## src/hw/rtl/lbps_pkg.sv

```systemverilog
// ----------------------------------------------------------------------------
// lbps_pkg
// Shared types and constants for the LED blink pattern sequencer.
// ----------------------------------------------------------------------------
`default_nettype none

package lbps_pkg;

    localparam int NUM_LEDS = 4;

    localparam logic [NUM_LEDS-1:0] LED_ALL_ON  = 4'h0;
    localparam logic [NUM_LEDS-1:0] LED_ALL_OFF = 4'hF;
    localparam logic [1:0]          CLEAR_BLINKS = 2'd3;

    localparam logic FUNC_TICK  = 1'b0;
    localparam logic FUNC_START = 1'b1;

    typedef enum logic [2:0] {
        MODE_IDLE    = 3'd0,
        MODE_CLEAR   = 3'd1,
        MODE_DIGIT   = 3'd2,
        MODE_MARQUEE = 3'd3,
        MODE_LOW     = 3'd4
    } mode_t;

    typedef struct packed {
        logic       func;
        logic [2:0] start_mode;
        logic [3:0] count_units;
        logic [3:0] count_tens;
        logic [3:0] count_hundreds;
        logic [3:0] count_thousands;
        logic [7:0] count_low;
    } item_t;

    typedef struct packed {
        logic [NUM_LEDS-1:0] led_n;
        logic                led_write;
        logic                timer_stop;
        mode_t               mode_now;
    } result_t;

endpackage

`default_nettype wire

```

## src/hw/rtl/lbps_in_reg.sv

```systemverilog
// ----------------------------------------------------------------------------
// lbps_in_reg
// Input register stage. Holds one beat until the step logic consumes it.
// ----------------------------------------------------------------------------
`default_nettype none

module lbps_in_reg (
    input  wire logic           clk,
    input  wire logic           rst_n,
    input  wire logic           in_valid,
    output      logic           in_stall,
    input  wire lbps_pkg::item_t in_item,
    input  wire logic           take,
    output      logic           item_valid,
    output      lbps_pkg::item_t item
);

    logic            valid_reg;
    logic            valid_next;
    logic            load;
    lbps_pkg::item_t item_reg;

    // The stage refills in the same cycle that it hands its beat on.
    assign in_stall = valid_reg && !take;
    assign load     = in_valid && !in_stall;

    always_comb
    begin
        valid_next = valid_reg;
        if (load)
        begin
            valid_next = 1'b1;
        end
        else if (take)
        begin
            valid_next = 1'b0;
        end
    end

    always_ff @(posedge clk or negedge rst_n)
    begin
        if (!rst_n)
        begin
            valid_reg <= 1'b0;
        end
        else
        begin
            valid_reg <= valid_next;
        end
    end

    always_ff @(posedge clk)
    begin
        if (load)
        begin
            item_reg <= in_item;
        end
    end

    assign item_valid = valid_reg;
    assign item       = item_reg;

endmodule

`default_nettype wire

```

## src/hw/rtl/lbps_core.sv

```systemverilog
// ----------------------------------------------------------------------------
// lbps_core
// Sequencer state and the single-step update for one start or tick beat.
// ----------------------------------------------------------------------------
`default_nettype none

module lbps_core (
    input  wire logic            clk,
    input  wire logic            rst_n,
    input  wire logic            fire,
    input  wire lbps_pkg::item_t item,
    output      lbps_pkg::result_t res
);

    lbps_pkg::mode_t mode_reg;
    lbps_pkg::mode_t mode_next;
    logic [1:0]      clear_done_reg;
    logic [1:0]      clear_done_next;
    logic            clear_on_reg;
    logic            clear_on_next;
    logic [3:0]      digit_on_reg;
    logic [3:0]      digit_on_next;
    logic [3:0]      digit_left_reg  [lbps_pkg::NUM_LEDS];
    logic [3:0]      digit_left_next [lbps_pkg::NUM_LEDS];
    logic [1:0]      mq_index_reg;
    logic [1:0]      mq_index_next;
    logic            mq_fwd_reg;
    logic            mq_fwd_next;
    logic            low_on_reg;
    logic            low_on_next;
    logic [7:0]      low_left_reg;
    logic [7:0]      low_left_next;

    logic [3:0]      led;
    logic            wr;
    logic            stop;
    logic            digits_done;
    logic            found;

    // Mode register next state.
    always_comb
    begin
        mode_next = mode_reg;
        if (item.func == lbps_pkg::FUNC_START)
        begin
            unique case (item.start_mode)
                lbps_pkg::MODE_CLEAR:   mode_next = lbps_pkg::MODE_CLEAR;
                lbps_pkg::MODE_DIGIT:   mode_next = lbps_pkg::MODE_DIGIT;
                lbps_pkg::MODE_MARQUEE: mode_next = lbps_pkg::MODE_MARQUEE;
                lbps_pkg::MODE_LOW:     mode_next = lbps_pkg::MODE_LOW;
                default:                mode_next = lbps_pkg::MODE_IDLE;
            endcase
        end
        else
        begin
            unique case (mode_reg)
                lbps_pkg::MODE_CLEAR:
                begin
                    if (clear_done_reg == lbps_pkg::CLEAR_BLINKS)
                    begin
                        mode_next = lbps_pkg::MODE_IDLE;
                    end
                end
                lbps_pkg::MODE_DIGIT:
                begin
                    if (digits_done)
                    begin
                        mode_next = lbps_pkg::MODE_IDLE;
                    end
                end
                lbps_pkg::MODE_MARQUEE:
                begin
                    mode_next = lbps_pkg::MODE_MARQUEE;
                end
                lbps_pkg::MODE_LOW:
                begin
                    if (low_left_reg == 8'd0)
                    begin
                        mode_next = lbps_pkg::MODE_IDLE;
                    end
                end
                default:
                begin
                    mode_next = lbps_pkg::MODE_IDLE;
                end
            endcase
        end
    end

    // Counters, phases and the LED pattern for this step.
    always_comb
    begin
        clear_done_next = clear_done_reg;
        clear_on_next   = clear_on_reg;
        digit_on_next   = digit_on_reg;
        digit_left_next = digit_left_reg;
        mq_index_next   = mq_index_reg;
        mq_fwd_next     = mq_fwd_reg;
        low_on_next     = low_on_reg;
        low_left_next   = low_left_reg;
        led             = lbps_pkg::LED_ALL_OFF;
        wr              = 1'b0;
        stop            = 1'b0;
        found           = 1'b0;

        if (item.func == lbps_pkg::FUNC_START)
        begin
            digit_left_next[0] = item.count_units;
            digit_left_next[1] = item.count_tens;
            digit_left_next[2] = item.count_hundreds;
            digit_left_next[3] = item.count_thousands;
            low_left_next      = item.count_low;
        end
        else
        begin
            case (mode_reg)
                lbps_pkg::MODE_CLEAR:
                begin
                    wr = 1'b1;
                    if (clear_done_reg != lbps_pkg::CLEAR_BLINKS)
                    begin
                        if (!clear_on_reg)
                        begin
                            led           = lbps_pkg::LED_ALL_ON;
                            clear_on_next = 1'b1;
                        end
                        else
                        begin
                            clear_on_next   = 1'b0;
                            clear_done_next = clear_done_reg + 2'd1;
                        end
                    end
                    else
                    begin
                        clear_done_next = 2'd0;
                    end
                end
                lbps_pkg::MODE_DIGIT:
                begin
                    // The lowest LED with blinks left takes this step.
                    for (int i = 0; i < lbps_pkg::NUM_LEDS; i++)
                    begin
                        if (!found && (digit_left_reg[i] != 4'd0))
                        begin
                            found = 1'b1;
                            wr    = 1'b1;
                            if (!digit_on_reg[i])
                            begin
                                led              = lbps_pkg::LED_ALL_OFF & ~(4'd1 << i);
                                digit_on_next[i] = 1'b1;
                            end
                            else
                            begin
                                digit_on_next[i]   = 1'b0;
                                digit_left_next[i] = digit_left_reg[i] - 4'd1;
                            end
                        end
                    end
                end
                lbps_pkg::MODE_MARQUEE:
                begin
                    wr  = 1'b1;
                    led = lbps_pkg::LED_ALL_OFF & ~(4'd1 << mq_index_reg);
                    if (mq_fwd_reg)
                    begin
                        if (mq_index_reg == 2'd3)
                        begin
                            mq_index_next = 2'd2;
                            mq_fwd_next   = 1'b0;
                        end
                        else
                        begin
                            mq_index_next = mq_index_reg + 2'd1;
                        end
                    end
                    else
                    begin
                        if (mq_index_reg == 2'd0)
                        begin
                            mq_index_next = 2'd1;
                            mq_fwd_next   = 1'b1;
                        end
                        else
                        begin
                            mq_index_next = mq_index_reg - 2'd1;
                        end
                    end
                end
                lbps_pkg::MODE_LOW:
                begin
                    if (low_left_reg != 8'd0)
                    begin
                        wr = 1'b1;
                        if (!low_on_reg)
                        begin
                            led         = lbps_pkg::LED_ALL_ON;
                            low_on_next = 1'b1;
                        end
                        else
                        begin
                            low_on_next   = 1'b0;
                            low_left_next = low_left_reg - 8'd1;
                        end
                    end
                end
                default:
                begin
                    stop = 1'b1;
                end
            endcase
        end
    end

    assign digits_done = (digit_left_next[0] == 4'd0) && (digit_left_next[1] == 4'd0) &&
                         (digit_left_next[2] == 4'd0) && (digit_left_next[3] == 4'd0);

    always_comb
    begin
        res.led_n      = wr ? led : 4'd0;
        res.led_write  = wr;
        res.timer_stop = stop;
        res.mode_now   = mode_next;
    end

    always_ff @(posedge clk or negedge rst_n)
    begin
        if (!rst_n)
        begin
            mode_reg       <= lbps_pkg::MODE_IDLE;
            clear_done_reg <= 2'd0;
            clear_on_reg   <= 1'b0;
            digit_on_reg   <= 4'd0;
            for (int i = 0; i < lbps_pkg::NUM_LEDS; i++)
            begin
                digit_left_reg[i] <= 4'd0;
            end
            mq_index_reg   <= 2'd0;
            mq_fwd_reg     <= 1'b1;
            low_on_reg     <= 1'b0;
            low_left_reg   <= 8'd0;
        end
        else if (fire)
        begin
            mode_reg       <= mode_next;
            clear_done_reg <= clear_done_next;
            clear_on_reg   <= clear_on_next;
            digit_on_reg   <= digit_on_next;
            digit_left_reg <= digit_left_next;
            mq_index_reg   <= mq_index_next;
            mq_fwd_reg     <= mq_fwd_next;
            low_on_reg     <= low_on_next;
            low_left_reg   <= low_left_next;
        end
    end

endmodule

`default_nettype wire

```

## src/hw/rtl/lbps_out_reg.sv

```systemverilog
// ----------------------------------------------------------------------------
// lbps_out_reg
// Result register. Holds one result beat until the receiver takes it.
// ----------------------------------------------------------------------------
`default_nettype none

module lbps_out_reg (
    input  wire logic              clk,
    input  wire logic              rst_n,
    input  wire logic              res_valid,
    input  wire lbps_pkg::result_t res,
    output      logic              ready,
    output      logic              out_valid,
    input  wire logic              out_stall,
    output      lbps_pkg::result_t out_res
);

    logic              valid_reg;
    logic              valid_next;
    lbps_pkg::result_t res_reg;

    // A new beat can enter when the register is empty or is being emptied now.
    assign ready = !valid_reg || !out_stall;

    always_comb
    begin
        valid_next = valid_reg;
        if (ready)
        begin
            valid_next = res_valid;
        end
    end

    always_ff @(posedge clk or negedge rst_n)
    begin
        if (!rst_n)
        begin
            valid_reg <= 1'b0;
        end
        else
        begin
            valid_reg <= valid_next;
        end
    end

    always_ff @(posedge clk)
    begin
        if (ready && res_valid)
        begin
            res_reg <= res;
        end
    end

    assign out_valid = valid_reg;
    assign out_res   = res_reg;

endmodule

`default_nettype wire

```

## src/hw/rtl/led_blink_pattern_sequencer_unit.sv

```systemverilog
// ----------------------------------------------------------------------------
// led_blink_pattern_sequencer_unit: four-LED start/tick blink sequencer.
// An input beat passes through the input register and then the result register to its result beat.
// Throughput: one beat per cycle while out_stall is low; the step update is a short combinational path.
// Reset (rst_n low) empties both registers and puts the sequencer in idle mode.
// ----------------------------------------------------------------------------
`default_nettype none

module led_blink_pattern_sequencer_unit (
    input  wire logic       clk,
    input  wire logic       rst_n,
    input  wire logic       in_valid,
    output      logic       in_stall,
    input  wire logic       func,
    input  wire logic [2:0] start_mode,
    input  wire logic [3:0] count_units,
    input  wire logic [3:0] count_tens,
    input  wire logic [3:0] count_hundreds,
    input  wire logic [3:0] count_thousands,
    input  wire logic [7:0] count_low,
    output      logic       out_valid,
    input  wire logic       out_stall,
    output      logic [3:0] led_n,
    output      logic       led_write,
    output      logic       timer_stop,
    output      logic [2:0] mode_now
);

    lbps_pkg::item_t   in_item;
    lbps_pkg::item_t   item;
    lbps_pkg::result_t res;
    lbps_pkg::result_t out_res;
    logic              item_valid;
    logic              out_ready;
    logic              fire;

    always_comb
    begin
        in_item.func            = func;
        in_item.start_mode      = start_mode;
        in_item.count_units     = count_units;
        in_item.count_tens      = count_tens;
        in_item.count_hundreds  = count_hundreds;
        in_item.count_thousands = count_thousands;
        in_item.count_low       = count_low;
    end

    assign fire = item_valid && out_ready;

    lbps_in_reg u_in_reg (
        .clk        (clk),
        .rst_n      (rst_n),
        .in_valid   (in_valid),
        .in_stall   (in_stall),
        .in_item    (in_item),
        .take       (fire),
        .item_valid (item_valid),
        .item       (item)
    );

    lbps_core u_core (
        .clk   (clk),
        .rst_n (rst_n),
        .fire  (fire),
        .item  (item),
        .res   (res)
    );

    lbps_out_reg u_out_reg (
        .clk       (clk),
        .rst_n     (rst_n),
        .res_valid (item_valid),
        .res       (res),
        .ready     (out_ready),
        .out_valid (out_valid),
        .out_stall (out_stall),
        .out_res   (out_res)
    );

    assign led_n      = out_res.led_n;
    assign led_write  = out_res.led_write;
    assign timer_stop = out_res.timer_stop;
    assign mode_now   = out_res.mode_now;

endmodule

`default_nettype wire
```

## config.mk

```make
export PLATFORM = sky130hd
export DESIGN_NAME = led_blink_pattern_sequencer_unit
export DESIGN_NICKNAME = d
export VERILOG_FILES = /design/src/hw/rtl/lbps_pkg.sv /design/src/hw/rtl/lbps_in_reg.sv /design/src/hw/rtl/lbps_core.sv /design/src/hw/rtl/lbps_out_reg.sv /design/src/hw/rtl/led_blink_pattern_sequencer_unit.sv
export SDC_FILE = /design/constraint.sdc
export NUM_CORES = 1
export LEC_CHECK = 0
export BUFFER_PORTS_ARGS = -buffer_cell sky130_fd_sc_hd__buf_2
export CAP_MARGIN = 20
export CORE_ASPECT_RATIO = 0.75
export CORE_MARGIN = 4
export CORE_UTILIZATION = 30
export DETAILED_ROUTE_END_ITERATION = 10
export PLACE_DENSITY_LB_ADDON = 0.15
export REMOVE_ABC_BUFFERS = 1
export SKIP_CTS_REPAIR_TIMING = 1
export SYNTH_ARGS = -nofsm -noshare
export SYNTH_HDL_FRONTEND = slang
export SYNTH_SLANG_ARGS = --single-unit
```

## constraint.sdc

```tcl
create_clock -name clk -period 4.7 [get_ports clk]
set_input_delay 0.94 -clock clk [delete_from_list [all_inputs] [get_ports clk]]
set_output_delay 0.94 -clock clk [all_outputs]
set_load 0.01 [all_outputs]
```

* Yosys cells after proc, flatten, opt, wreduce, memory -nomap -nowiden *
Index checks and enable logic that the tools add are counted.
W data, S select, Z words.

storage, ports and cells
  flip-flop bits (word level) = 77
  output and inout port bits = 11
  logic and storage cells = 160

operators by class
  add/sub/neg operators = 8
  equal/unequal tests = 12
  shifts and indexed selects = 1
  muxes and demuxes = 66
  bitwise logic cells = 2
  reduce and logical (&&, ||, !) cells = 43

operators with widths
  kind                   count
  $mux W4                20
  $mux W16               2
  $mux W8                4
  $reduce_and A4 Y1      8
  $mux W1                27
  $pmux W3 S4            2
  $logic_not A4 Y1       4
  $pmux W4 S4            1
  $reduce_bool A4 Y1     4
  $sub A4 B1 Y4 const B  4
  $eq A3 B2 Y1 const B   4
  $mux W3                4
  $mux W2                5
  $logic_and A1 B1 Y1    9
  $logic_not A8 Y1       1
  $reduce_bool A2 Y1     4
  $reduce_bool A8 Y1     1
  $sub A8 B1 Y8 const B  1
  $logic_not A1 Y1       7
  $eq A3 B1 Y1 const B   2
  $eq A3 B3 Y1 const B   2
  $add A2 B1 Y2 const B  2
  $eq A2 B2 Y1 const B   2
  $not A4 Y4             1
  other kinds (11)       11

* Longest topological paths before layout *
Gate-level depths: netlist of run 1.

  depth after elaboration = 26
  gate-level depth with buffers = 12
  mapped depth without buffers = 9

* Cells and area by module *
A second synthesis of run 1 with hierarchy kept.

second synthesis, totals
  cells, all modules = 384
  area total of the unflattened synthesis = 4001.3 µm²

by module, submodules not included
  module                            instances  cells an instance  area each (µm²)  seq. area each (µm²)
  lbps_core                         1          337                2778.9           952.2
  lbps_in_reg                       1          33                 898.4            865.8
  lbps_out_reg                      1          13                 317.8            295.3
  led_blink_pattern_sequencer_unit  1          1                  6.3              0.0

* Worst setup path before layout of run 1 *
Ideal clock, no wire load.

  kind = register -> register
  start point = reg u_core.digit_left_reg[8] (netlist bit)
  end point = reg u_out_reg.res_reg (netlist bit u_out_reg.out_res[1]), data pin
  library setup time = 0.263 ns
  arrival = 3.069 ns
  path slack = 1.368 ns
  stages on the path, launching flop included = 12
  buffers on the path = 2
  clock period less this slack = 3.332 ns
  cell sequence = dfrtp_1 clkbuf_1 inv_1 ha_1 or3b_1 buf_6 nor4_4 mux2i_1 o41a_1 or4_1 o41ai_2 o21ai_1

RTL lines
  what                    RTL line            text
  start, declared         lbps_core.sv:23     logic [3:0] digit_left_reg [lbps_pkg::NUM_LEDS];
  start signal, assigned  lbps_core.sv:248    digit_left_reg <= digit_left_next;
  end signal, assigned    lbps_out_reg.sv:50  res_reg <= res;
  end, declared           lbps_out_reg.sv:20  lbps_pkg::result_t res_reg;

==> results of run 1 <==
-- power breakdown --
group	internal [uW]	switching, uW	total (uW)
clock network	423	278	702
logic	211	296	507
registers	833	128	961
total	1470	703	2170
-- cell families (layout without fill, tap and decap cells) --
group | after synthesis | in the layout | synth area share (%)
DFF | 77 | 77 | 53.4
xor gates and xnor gates | 11 | 11 | 2.44
adders and majority gates | 9 | 9 | 2.85
and+or+nand+nor | 128 | 128 | 17.7
buffers and inverters | 41 | 85 | 4.30
AOI/OAI and AO/OA | 107 | 107 | 16.4
muxes | 11 | 11 | 2.94
-- per-layer routing --
metal  up-vias  GRT usage, %  part of all wire (%)
li1       1491             -                     -
met2        86          19.1                    39
met5         -             0                     0
met4         0          3.73                   1.2
met1      1430          21.2                    53
met3        13          3.46                   7.0
-- synth_stat cells (3+ instances only) --
cell	count	area (sq um)
or4_1	3	22.5
or3b_1	3	26.3
clkbuf_1	14	52.6
dfrtp_1	39	976
o22ai_1	11	68.8
o21ai_0	34	170
xnor2_1	8	70.1
ha_1	9	113
a31oi_1	6	37.5
nand3_1	12	60.1
nor3b_1	6	45.0
buf_1	3	11.3
nand2_1	35	131
inv_1	20	75.1
mux2_2	5	56.3
nand2b_1	7	43.8
nor2_1	20	75.1
edfxtp_1	37	1110
xor2_1	3	26.3
o31ai_1	4	30.0
o21a_1	4	30.0
a21oi_1	28	140
nor4_1	7	43.8
a22oi_1	3	22.5
nor3_1	14	70.1
mux2i_1	6	60.1
-- per-stage QoR --
stage | hold slack (ns) | util [%] | power [uW]
after floorplan | 0.436 | - | 1300
after global placement | 0.459 | 33.5 | 1470
after detailed placement | 0.488 | 33.5 | 1470
after CTS | 0.483 | 35.8 | 2190
after global routing | 0.526 | 35.9 | 2300
final | 0.487 | 35.9 | 2170
-- cell type report --
| type | instances | share of cell area, % |
|---|---|---|
| clock buffer | 10 | 5.14 |
| clock inverter | 6 | 1.35 |
| inverter | 21 | 1.70 |
| multi-input combinational | 266 | 36.0 |
| sequential | 77 | 45.5 |
| tap | 171 | 4.60 |
| timing repair buffer | 48 | 5.76 |
-- layout by cell type, fill, tap and decap left out, drive strengths merged, types with 3 or more instances in the layout --
cell type and count:
edfxtp 37, xor2 3, o41ai 3, nand2b 7
o22ai 11, o31ai 4, a22oi 3, nand2 35
nor4 8, o21ai 36, nor3 14, or3b 5
clkbuf 10, clkinvlp 3, buf 48, xnor2 8
nor3b 7, a31oi 6, nor2 20, or3 3
a21oi 28, or4 3, ha 9, inv 21
mux2i 6, o21a 4, mux2 5, nand3 12
dfrtp 39
-- worst max-delay path by stage --
stage | from | cells after the start | slack (ns) | to
floorplan | u_core.digit_left_reg[12] | 9 | 1.40 | u_out_reg.out_res[1]
global placement | u_core.digit_left_reg[12] | 9 | 1.19 | u_out_reg.out_res[1]
detailed placement | u_core.digit_left_reg[12] | 9 | 1.11 | u_out_reg.out_res[1]
CTS | u_core.digit_left_reg[12] | 9 | 1.09 | u_out_reg.out_res[1]
global route | u_core.digit_left_reg[12] | 9 | 0.82 | u_out_reg.out_res[1]
finish | u_core.digit_left_reg[12] | 9 | 1.08 | u_out_reg.out_res[1]
==> metrics.txt, run 1 <==
number of remaining DRC errors 0; share of cells above drive strength 1 a little under a fifth; sum of routed wire length over all layers 9870 um; register cell area after layout 2110 sq um; register area share after synthesis 53.4%; cell with the largest stage delay on the worst path nor4_1; Peak supply drop 0.199 mV; pin count of the biggest net entering global routing 41; Worst path top cell family by delay simple AND/OR/NAND/NOR gates; post-route clock skew between 0.006 and 0.007 ns; maximum buffer depth of the clock tree 2; GRT Residual Overflow 0; critical path buffer and inverter count 1; I/O pins 43; number of cell instances on the worst register-to-register path 9; number of flops mapped to enable cells by yosys 37; Hold Crit Start u_core.mq_index_reg[0]; Starting Density 30.6%; routed len/inst 16.5 um; Worst Max-Slew Pin Slew approximately 0.75 ns; origin of the critical flop-to-flop path u_core.digit_left_reg[12]; kind of capture point of the worst setup path flop; post-layout net count around 460; global-route usage over all layers about 14%; share of the clock period used by the worst path between 70% and 80%; initial antenna violation count 0; CP max stage delay roughly 0.6 ns; smallest setup slack after layout 1.08 ns; die outline width between 100 and 150 um; synthesized netlist cell count 384; clock network latency to the later pin of the worst-skew pair 0.34 ns; worst setup timing slack at the placement stage 1.11 ns; Sink Count 77; Data required, critical path 4.79 ns; Iter 0 DRT Violations 176; R2R Path End u_out_reg.out_res[1]; share of synthesized flip-flops with an asynchronous set or reset 51.9%; critical path type flop to flop; Most used DFF post-synth dfrtp_1; area of the die 15100 sq um; die extent in y 107 um; relative max-transition margin between 40% and 50%; Mean Syn Cell Area 10.3 sq um; aggregate negative setup slack 0 ns; final design area excluding fillers roughly 4600 sq um; Core Box Area 12900 sq um; worst reg2reg setup slack 1.08 ns; power per cell area roughly 470 nW/um^2; final instance count without filler cells 599; list of cells traversed by the critical path inv_1 -> ha_1 -> or3b_1 -> nor4_1 -> a21oi_1 -> o41a_1 -> or4_1 -> o41ai_2 -> o21ai_1; clock transition at the registers of the reported paths 0.06 ns; DR vias/cell 5.04; Pre-Repair DR Iteration Count 5; CTS tree done; final RePlAce weighted congestion slightly below 0.9; max-slew violations 0; total of endpoints with negative setup slack in the final report 0; vias in the first global route 3002; final-report hold violation count 0; status finished clean; row count 36; Worst Hold Depth 1; Layout fillers 1330; P&R area growth vs syn 17.5%; wire length of the first global-routing pass roughly 16000 um; setup repair after global routing missed its margin no; post-place instance area 4330 sq um; vias after detailed routing 3020; upper clock frequency limit 276 MHz; synth warn 0; # Max-Cap Violations 0; crit-path max FO 9; Num CTS Buffers 9; Setup crit start kind flop; post-placement cell count 582; root buffer cell clkbuf_16; count of input and output buffers 42; type of the most critical hold path flop to flop; distinct cell type count of the synthesized netlist 60; clock period minus final worst setup slack 3.62 ns; Synth Register Bits a little under 80; endpoint with the worst hold slack u_core.mq_fwd_reg; footprint of the multi-input gates 1670 sq um; max FFs per register 28; Mapped Area about 4000 sq um; Leak between 0.0015 and 0.002 uW; Arrival @ worst endpoint around 3.7 ns; Detailed Place HPWL 6930 um; number of H-tree levels 3; number of nets with antenna violations after routing 0; Antenna Diode Count 0
Note: power is estimated with default switching activity, not from simulation.
==> run 2, diff against run 1 <==
Clock period 4.7 ns to 3.5 ns, I/O delays scaled along.
==> run 2 against run 1 <==
Against the previous run: clock power up 41%; core utilization rose by 0.66 points; register-to-register slack worse by 0.84 ns; sequential share of layout area down 0.82 points; global-route usage rose by 0.17 points; critical endpoint unchanged; largest power group unchanged.
==> metrics.txt, run 2 (synthesis gave the netlist of run 1 again) <==
max FFs per register 28 (unchanged); wire length of the first global-routing pass 16600 um (+2.9%); clock transition at the registers of the reported paths 0.06 ns (about the same); relative max-transition margin 49.7% (+0.063 points); setup repair after global routing missed its margin no; Num CTS Buffers 9 (unchanged); initial antenna violation count 0 (unchanged); CTS tree done; Core Box Area 12900 sq um (unchanged); vias after detailed routing 3111 (+3.0%); clock period minus final worst setup slack 3.26 ns (-0.355 ns); Leak 0.00188 uW (+3.2%); critical path type flop to flop; post-route clock skew 0.00621 ns (+0.0000741 ns); die outline width 141 um (unchanged); Worst Max-Slew Pin Slew 0.746 ns (-0.000941 ns); row count 36 (unchanged); DR vias/cell 5.12 (+1.5%); Arrival @ worst endpoint 3.35 ns (-0.36 ns); Layout fillers 1295 (-2.6%); die extent in y 107 um (unchanged); commonest non-fill, non-tap cell in the layout buf_2; kind of capture point of the worst setup path flop; share of cells above drive strength 1 20.6% (+1.4 points); Min Hold Slack 0.284 ns (-0.203 ns); max-slew violations 0 (unchanged); Setup crit start kind flop; final instance count without filler cells 608 (+1.5%); pin count of the biggest net entering global routing 41 (unchanged); sum of routed wire length over all layers 9970 um (+0.95%); final RePlAce weighted congestion 0.845 (-3.7%); Antenna Diode Count 0 (unchanged); Starting Density 30.6% (unchanged); post-placement cell count 591 (+1.5%); crit-path max FO 9 (unchanged); aggregate negative setup slack 0 ns (unchanged); I/O pins 43 (unchanged); clock network latency to the later pin of the worst-skew pair 0.34 ns (about the same); Pre-Repair DR Iteration Count 5 (unchanged); Sink Count 77 (unchanged); Peak supply drop 0.265 mV (+33%); routed len/inst 16.4 um (-0.54%); most frequent cells in the layout 42 x buf_2, 39 x dfrtp_1, 37 x edfxtp_1; upper clock frequency limit 306 MHz (+11%); share of the clock period used by the worst path 93.3% (+16 points); post-layout net count 473 (+1.9%); Detailed Place HPWL 7090 um (+2.4%); # Max-Cap Violations 0 (unchanged); power per cell area 634 nW/um^2 (+36%); number of remaining DRC errors 0 (unchanged); total of endpoints with negative setup slack in the final report 0 (unchanged); P&R area growth vs syn 19.6%; area of the die 15100 sq um (unchanged); vias in the first global route 3066 (+2.1%); final-report hold violation count 0 (unchanged); maximum buffer depth of the clock tree 2 (unchanged); count of input and output buffers 42 (unchanged); worst reg2reg setup slack 0.24 ns (-0.84 ns); global-route usage over all layers 14.0% (+0.17 points); status finished clean; root buffer cell clkbuf_16; GRT Residual Overflow 0 (unchanged); number of H-tree levels 3 (unchanged); type of the most critical hold path primary input to asynchronous set/reset pin; number of nets with antenna violations after routing 0 (unchanged); Data required, critical path 3.59 ns (-1.20 ns); Iter 0 DRT Violations 248 (+41%)
-- run 2: report_power, final --
group,switching (uW),internal [uW],total (uW)
combinational,432,310,742
sequential,146,1120,1260
clock,370,623,992
total,948,2050,3000
-- run 2: per-layer routing --
| layer | track usage (%) | part of all wire [%] | vias to the layer above |
|---|---|---|---|
| li1 | - | - | 1514 |
| met1 | 21.4 | 54 | 1514 |
| met2 | 19.4 | 40 | 70 |
| met3 | 3.55 | 4.8 | 13 |
| met4 | 3.73 | 1.2 | 0 |
| met5 | 0 | 0 | - |
-- run 2: path summary, 6_finish.rpt --
path | from | to | cells after the start
min in group clk | u_core.mq_index_reg[0] | u_core.mq_fwd_reg | 1
worst max register to register | u_core.digit_left_reg[12] | u_out_reg.out_res[1] | 9
worst max-delay path | u_core.digit_left_reg[12] | u_out_reg.out_res[1] | 9
worst min register to register | u_core.mq_index_reg[0] | u_core.mq_fwd_reg | 1
worst min-delay path | rst_n | u_core.digit_left_reg[0] | 1
max in group asynchronous | rst_n | u_core.mq_fwd_reg | 2
-- run 2: worst max-delay path: stages, from the launching register on --
cell and delay (ns):
dfrtp_1 0.41, inv_1 0.09, ha_1 0.20, or3b_4 0.47, nor4_4 0.32, mux2i_1 0.11, o41a_1 0.41, or4_1 0.54
o41ai_2 0.36, o21ai_1 0.10
-- run 2: through the flow --
stage | power [uW] | util, % | instance area [sq um] | setup WS, ns
after floorplan | 1740 | - | 3860 | 0.200
after global placement | 2000 | 34.0 | 4390 | 0.155
after detailed placement | 2010 | 34.0 | 4390 | 0.0846
after CTS | 3030 | 36.4 | 4700 | 0.0835
after global routing | 3190 | 36.6 | 4730 | 0.0301
final | 3000 | 36.6 | 4730 | 0.235
-- run 2: final cells by class --
cell class / instances / area (sq um) / area share [%]
well taps: 171 / 214 / 4.52
multi-input cells: 266 / 1680 / 35.5
flip-flops and latches: 77 / 2110 / 44.7
clock inverters: 5 / 77.6 / 1.64
repair buffers: 57 / 335 / 7.09
inverters: 21 / 78.8 / 1.67
clock buffers: 11 / 233 / 4.92
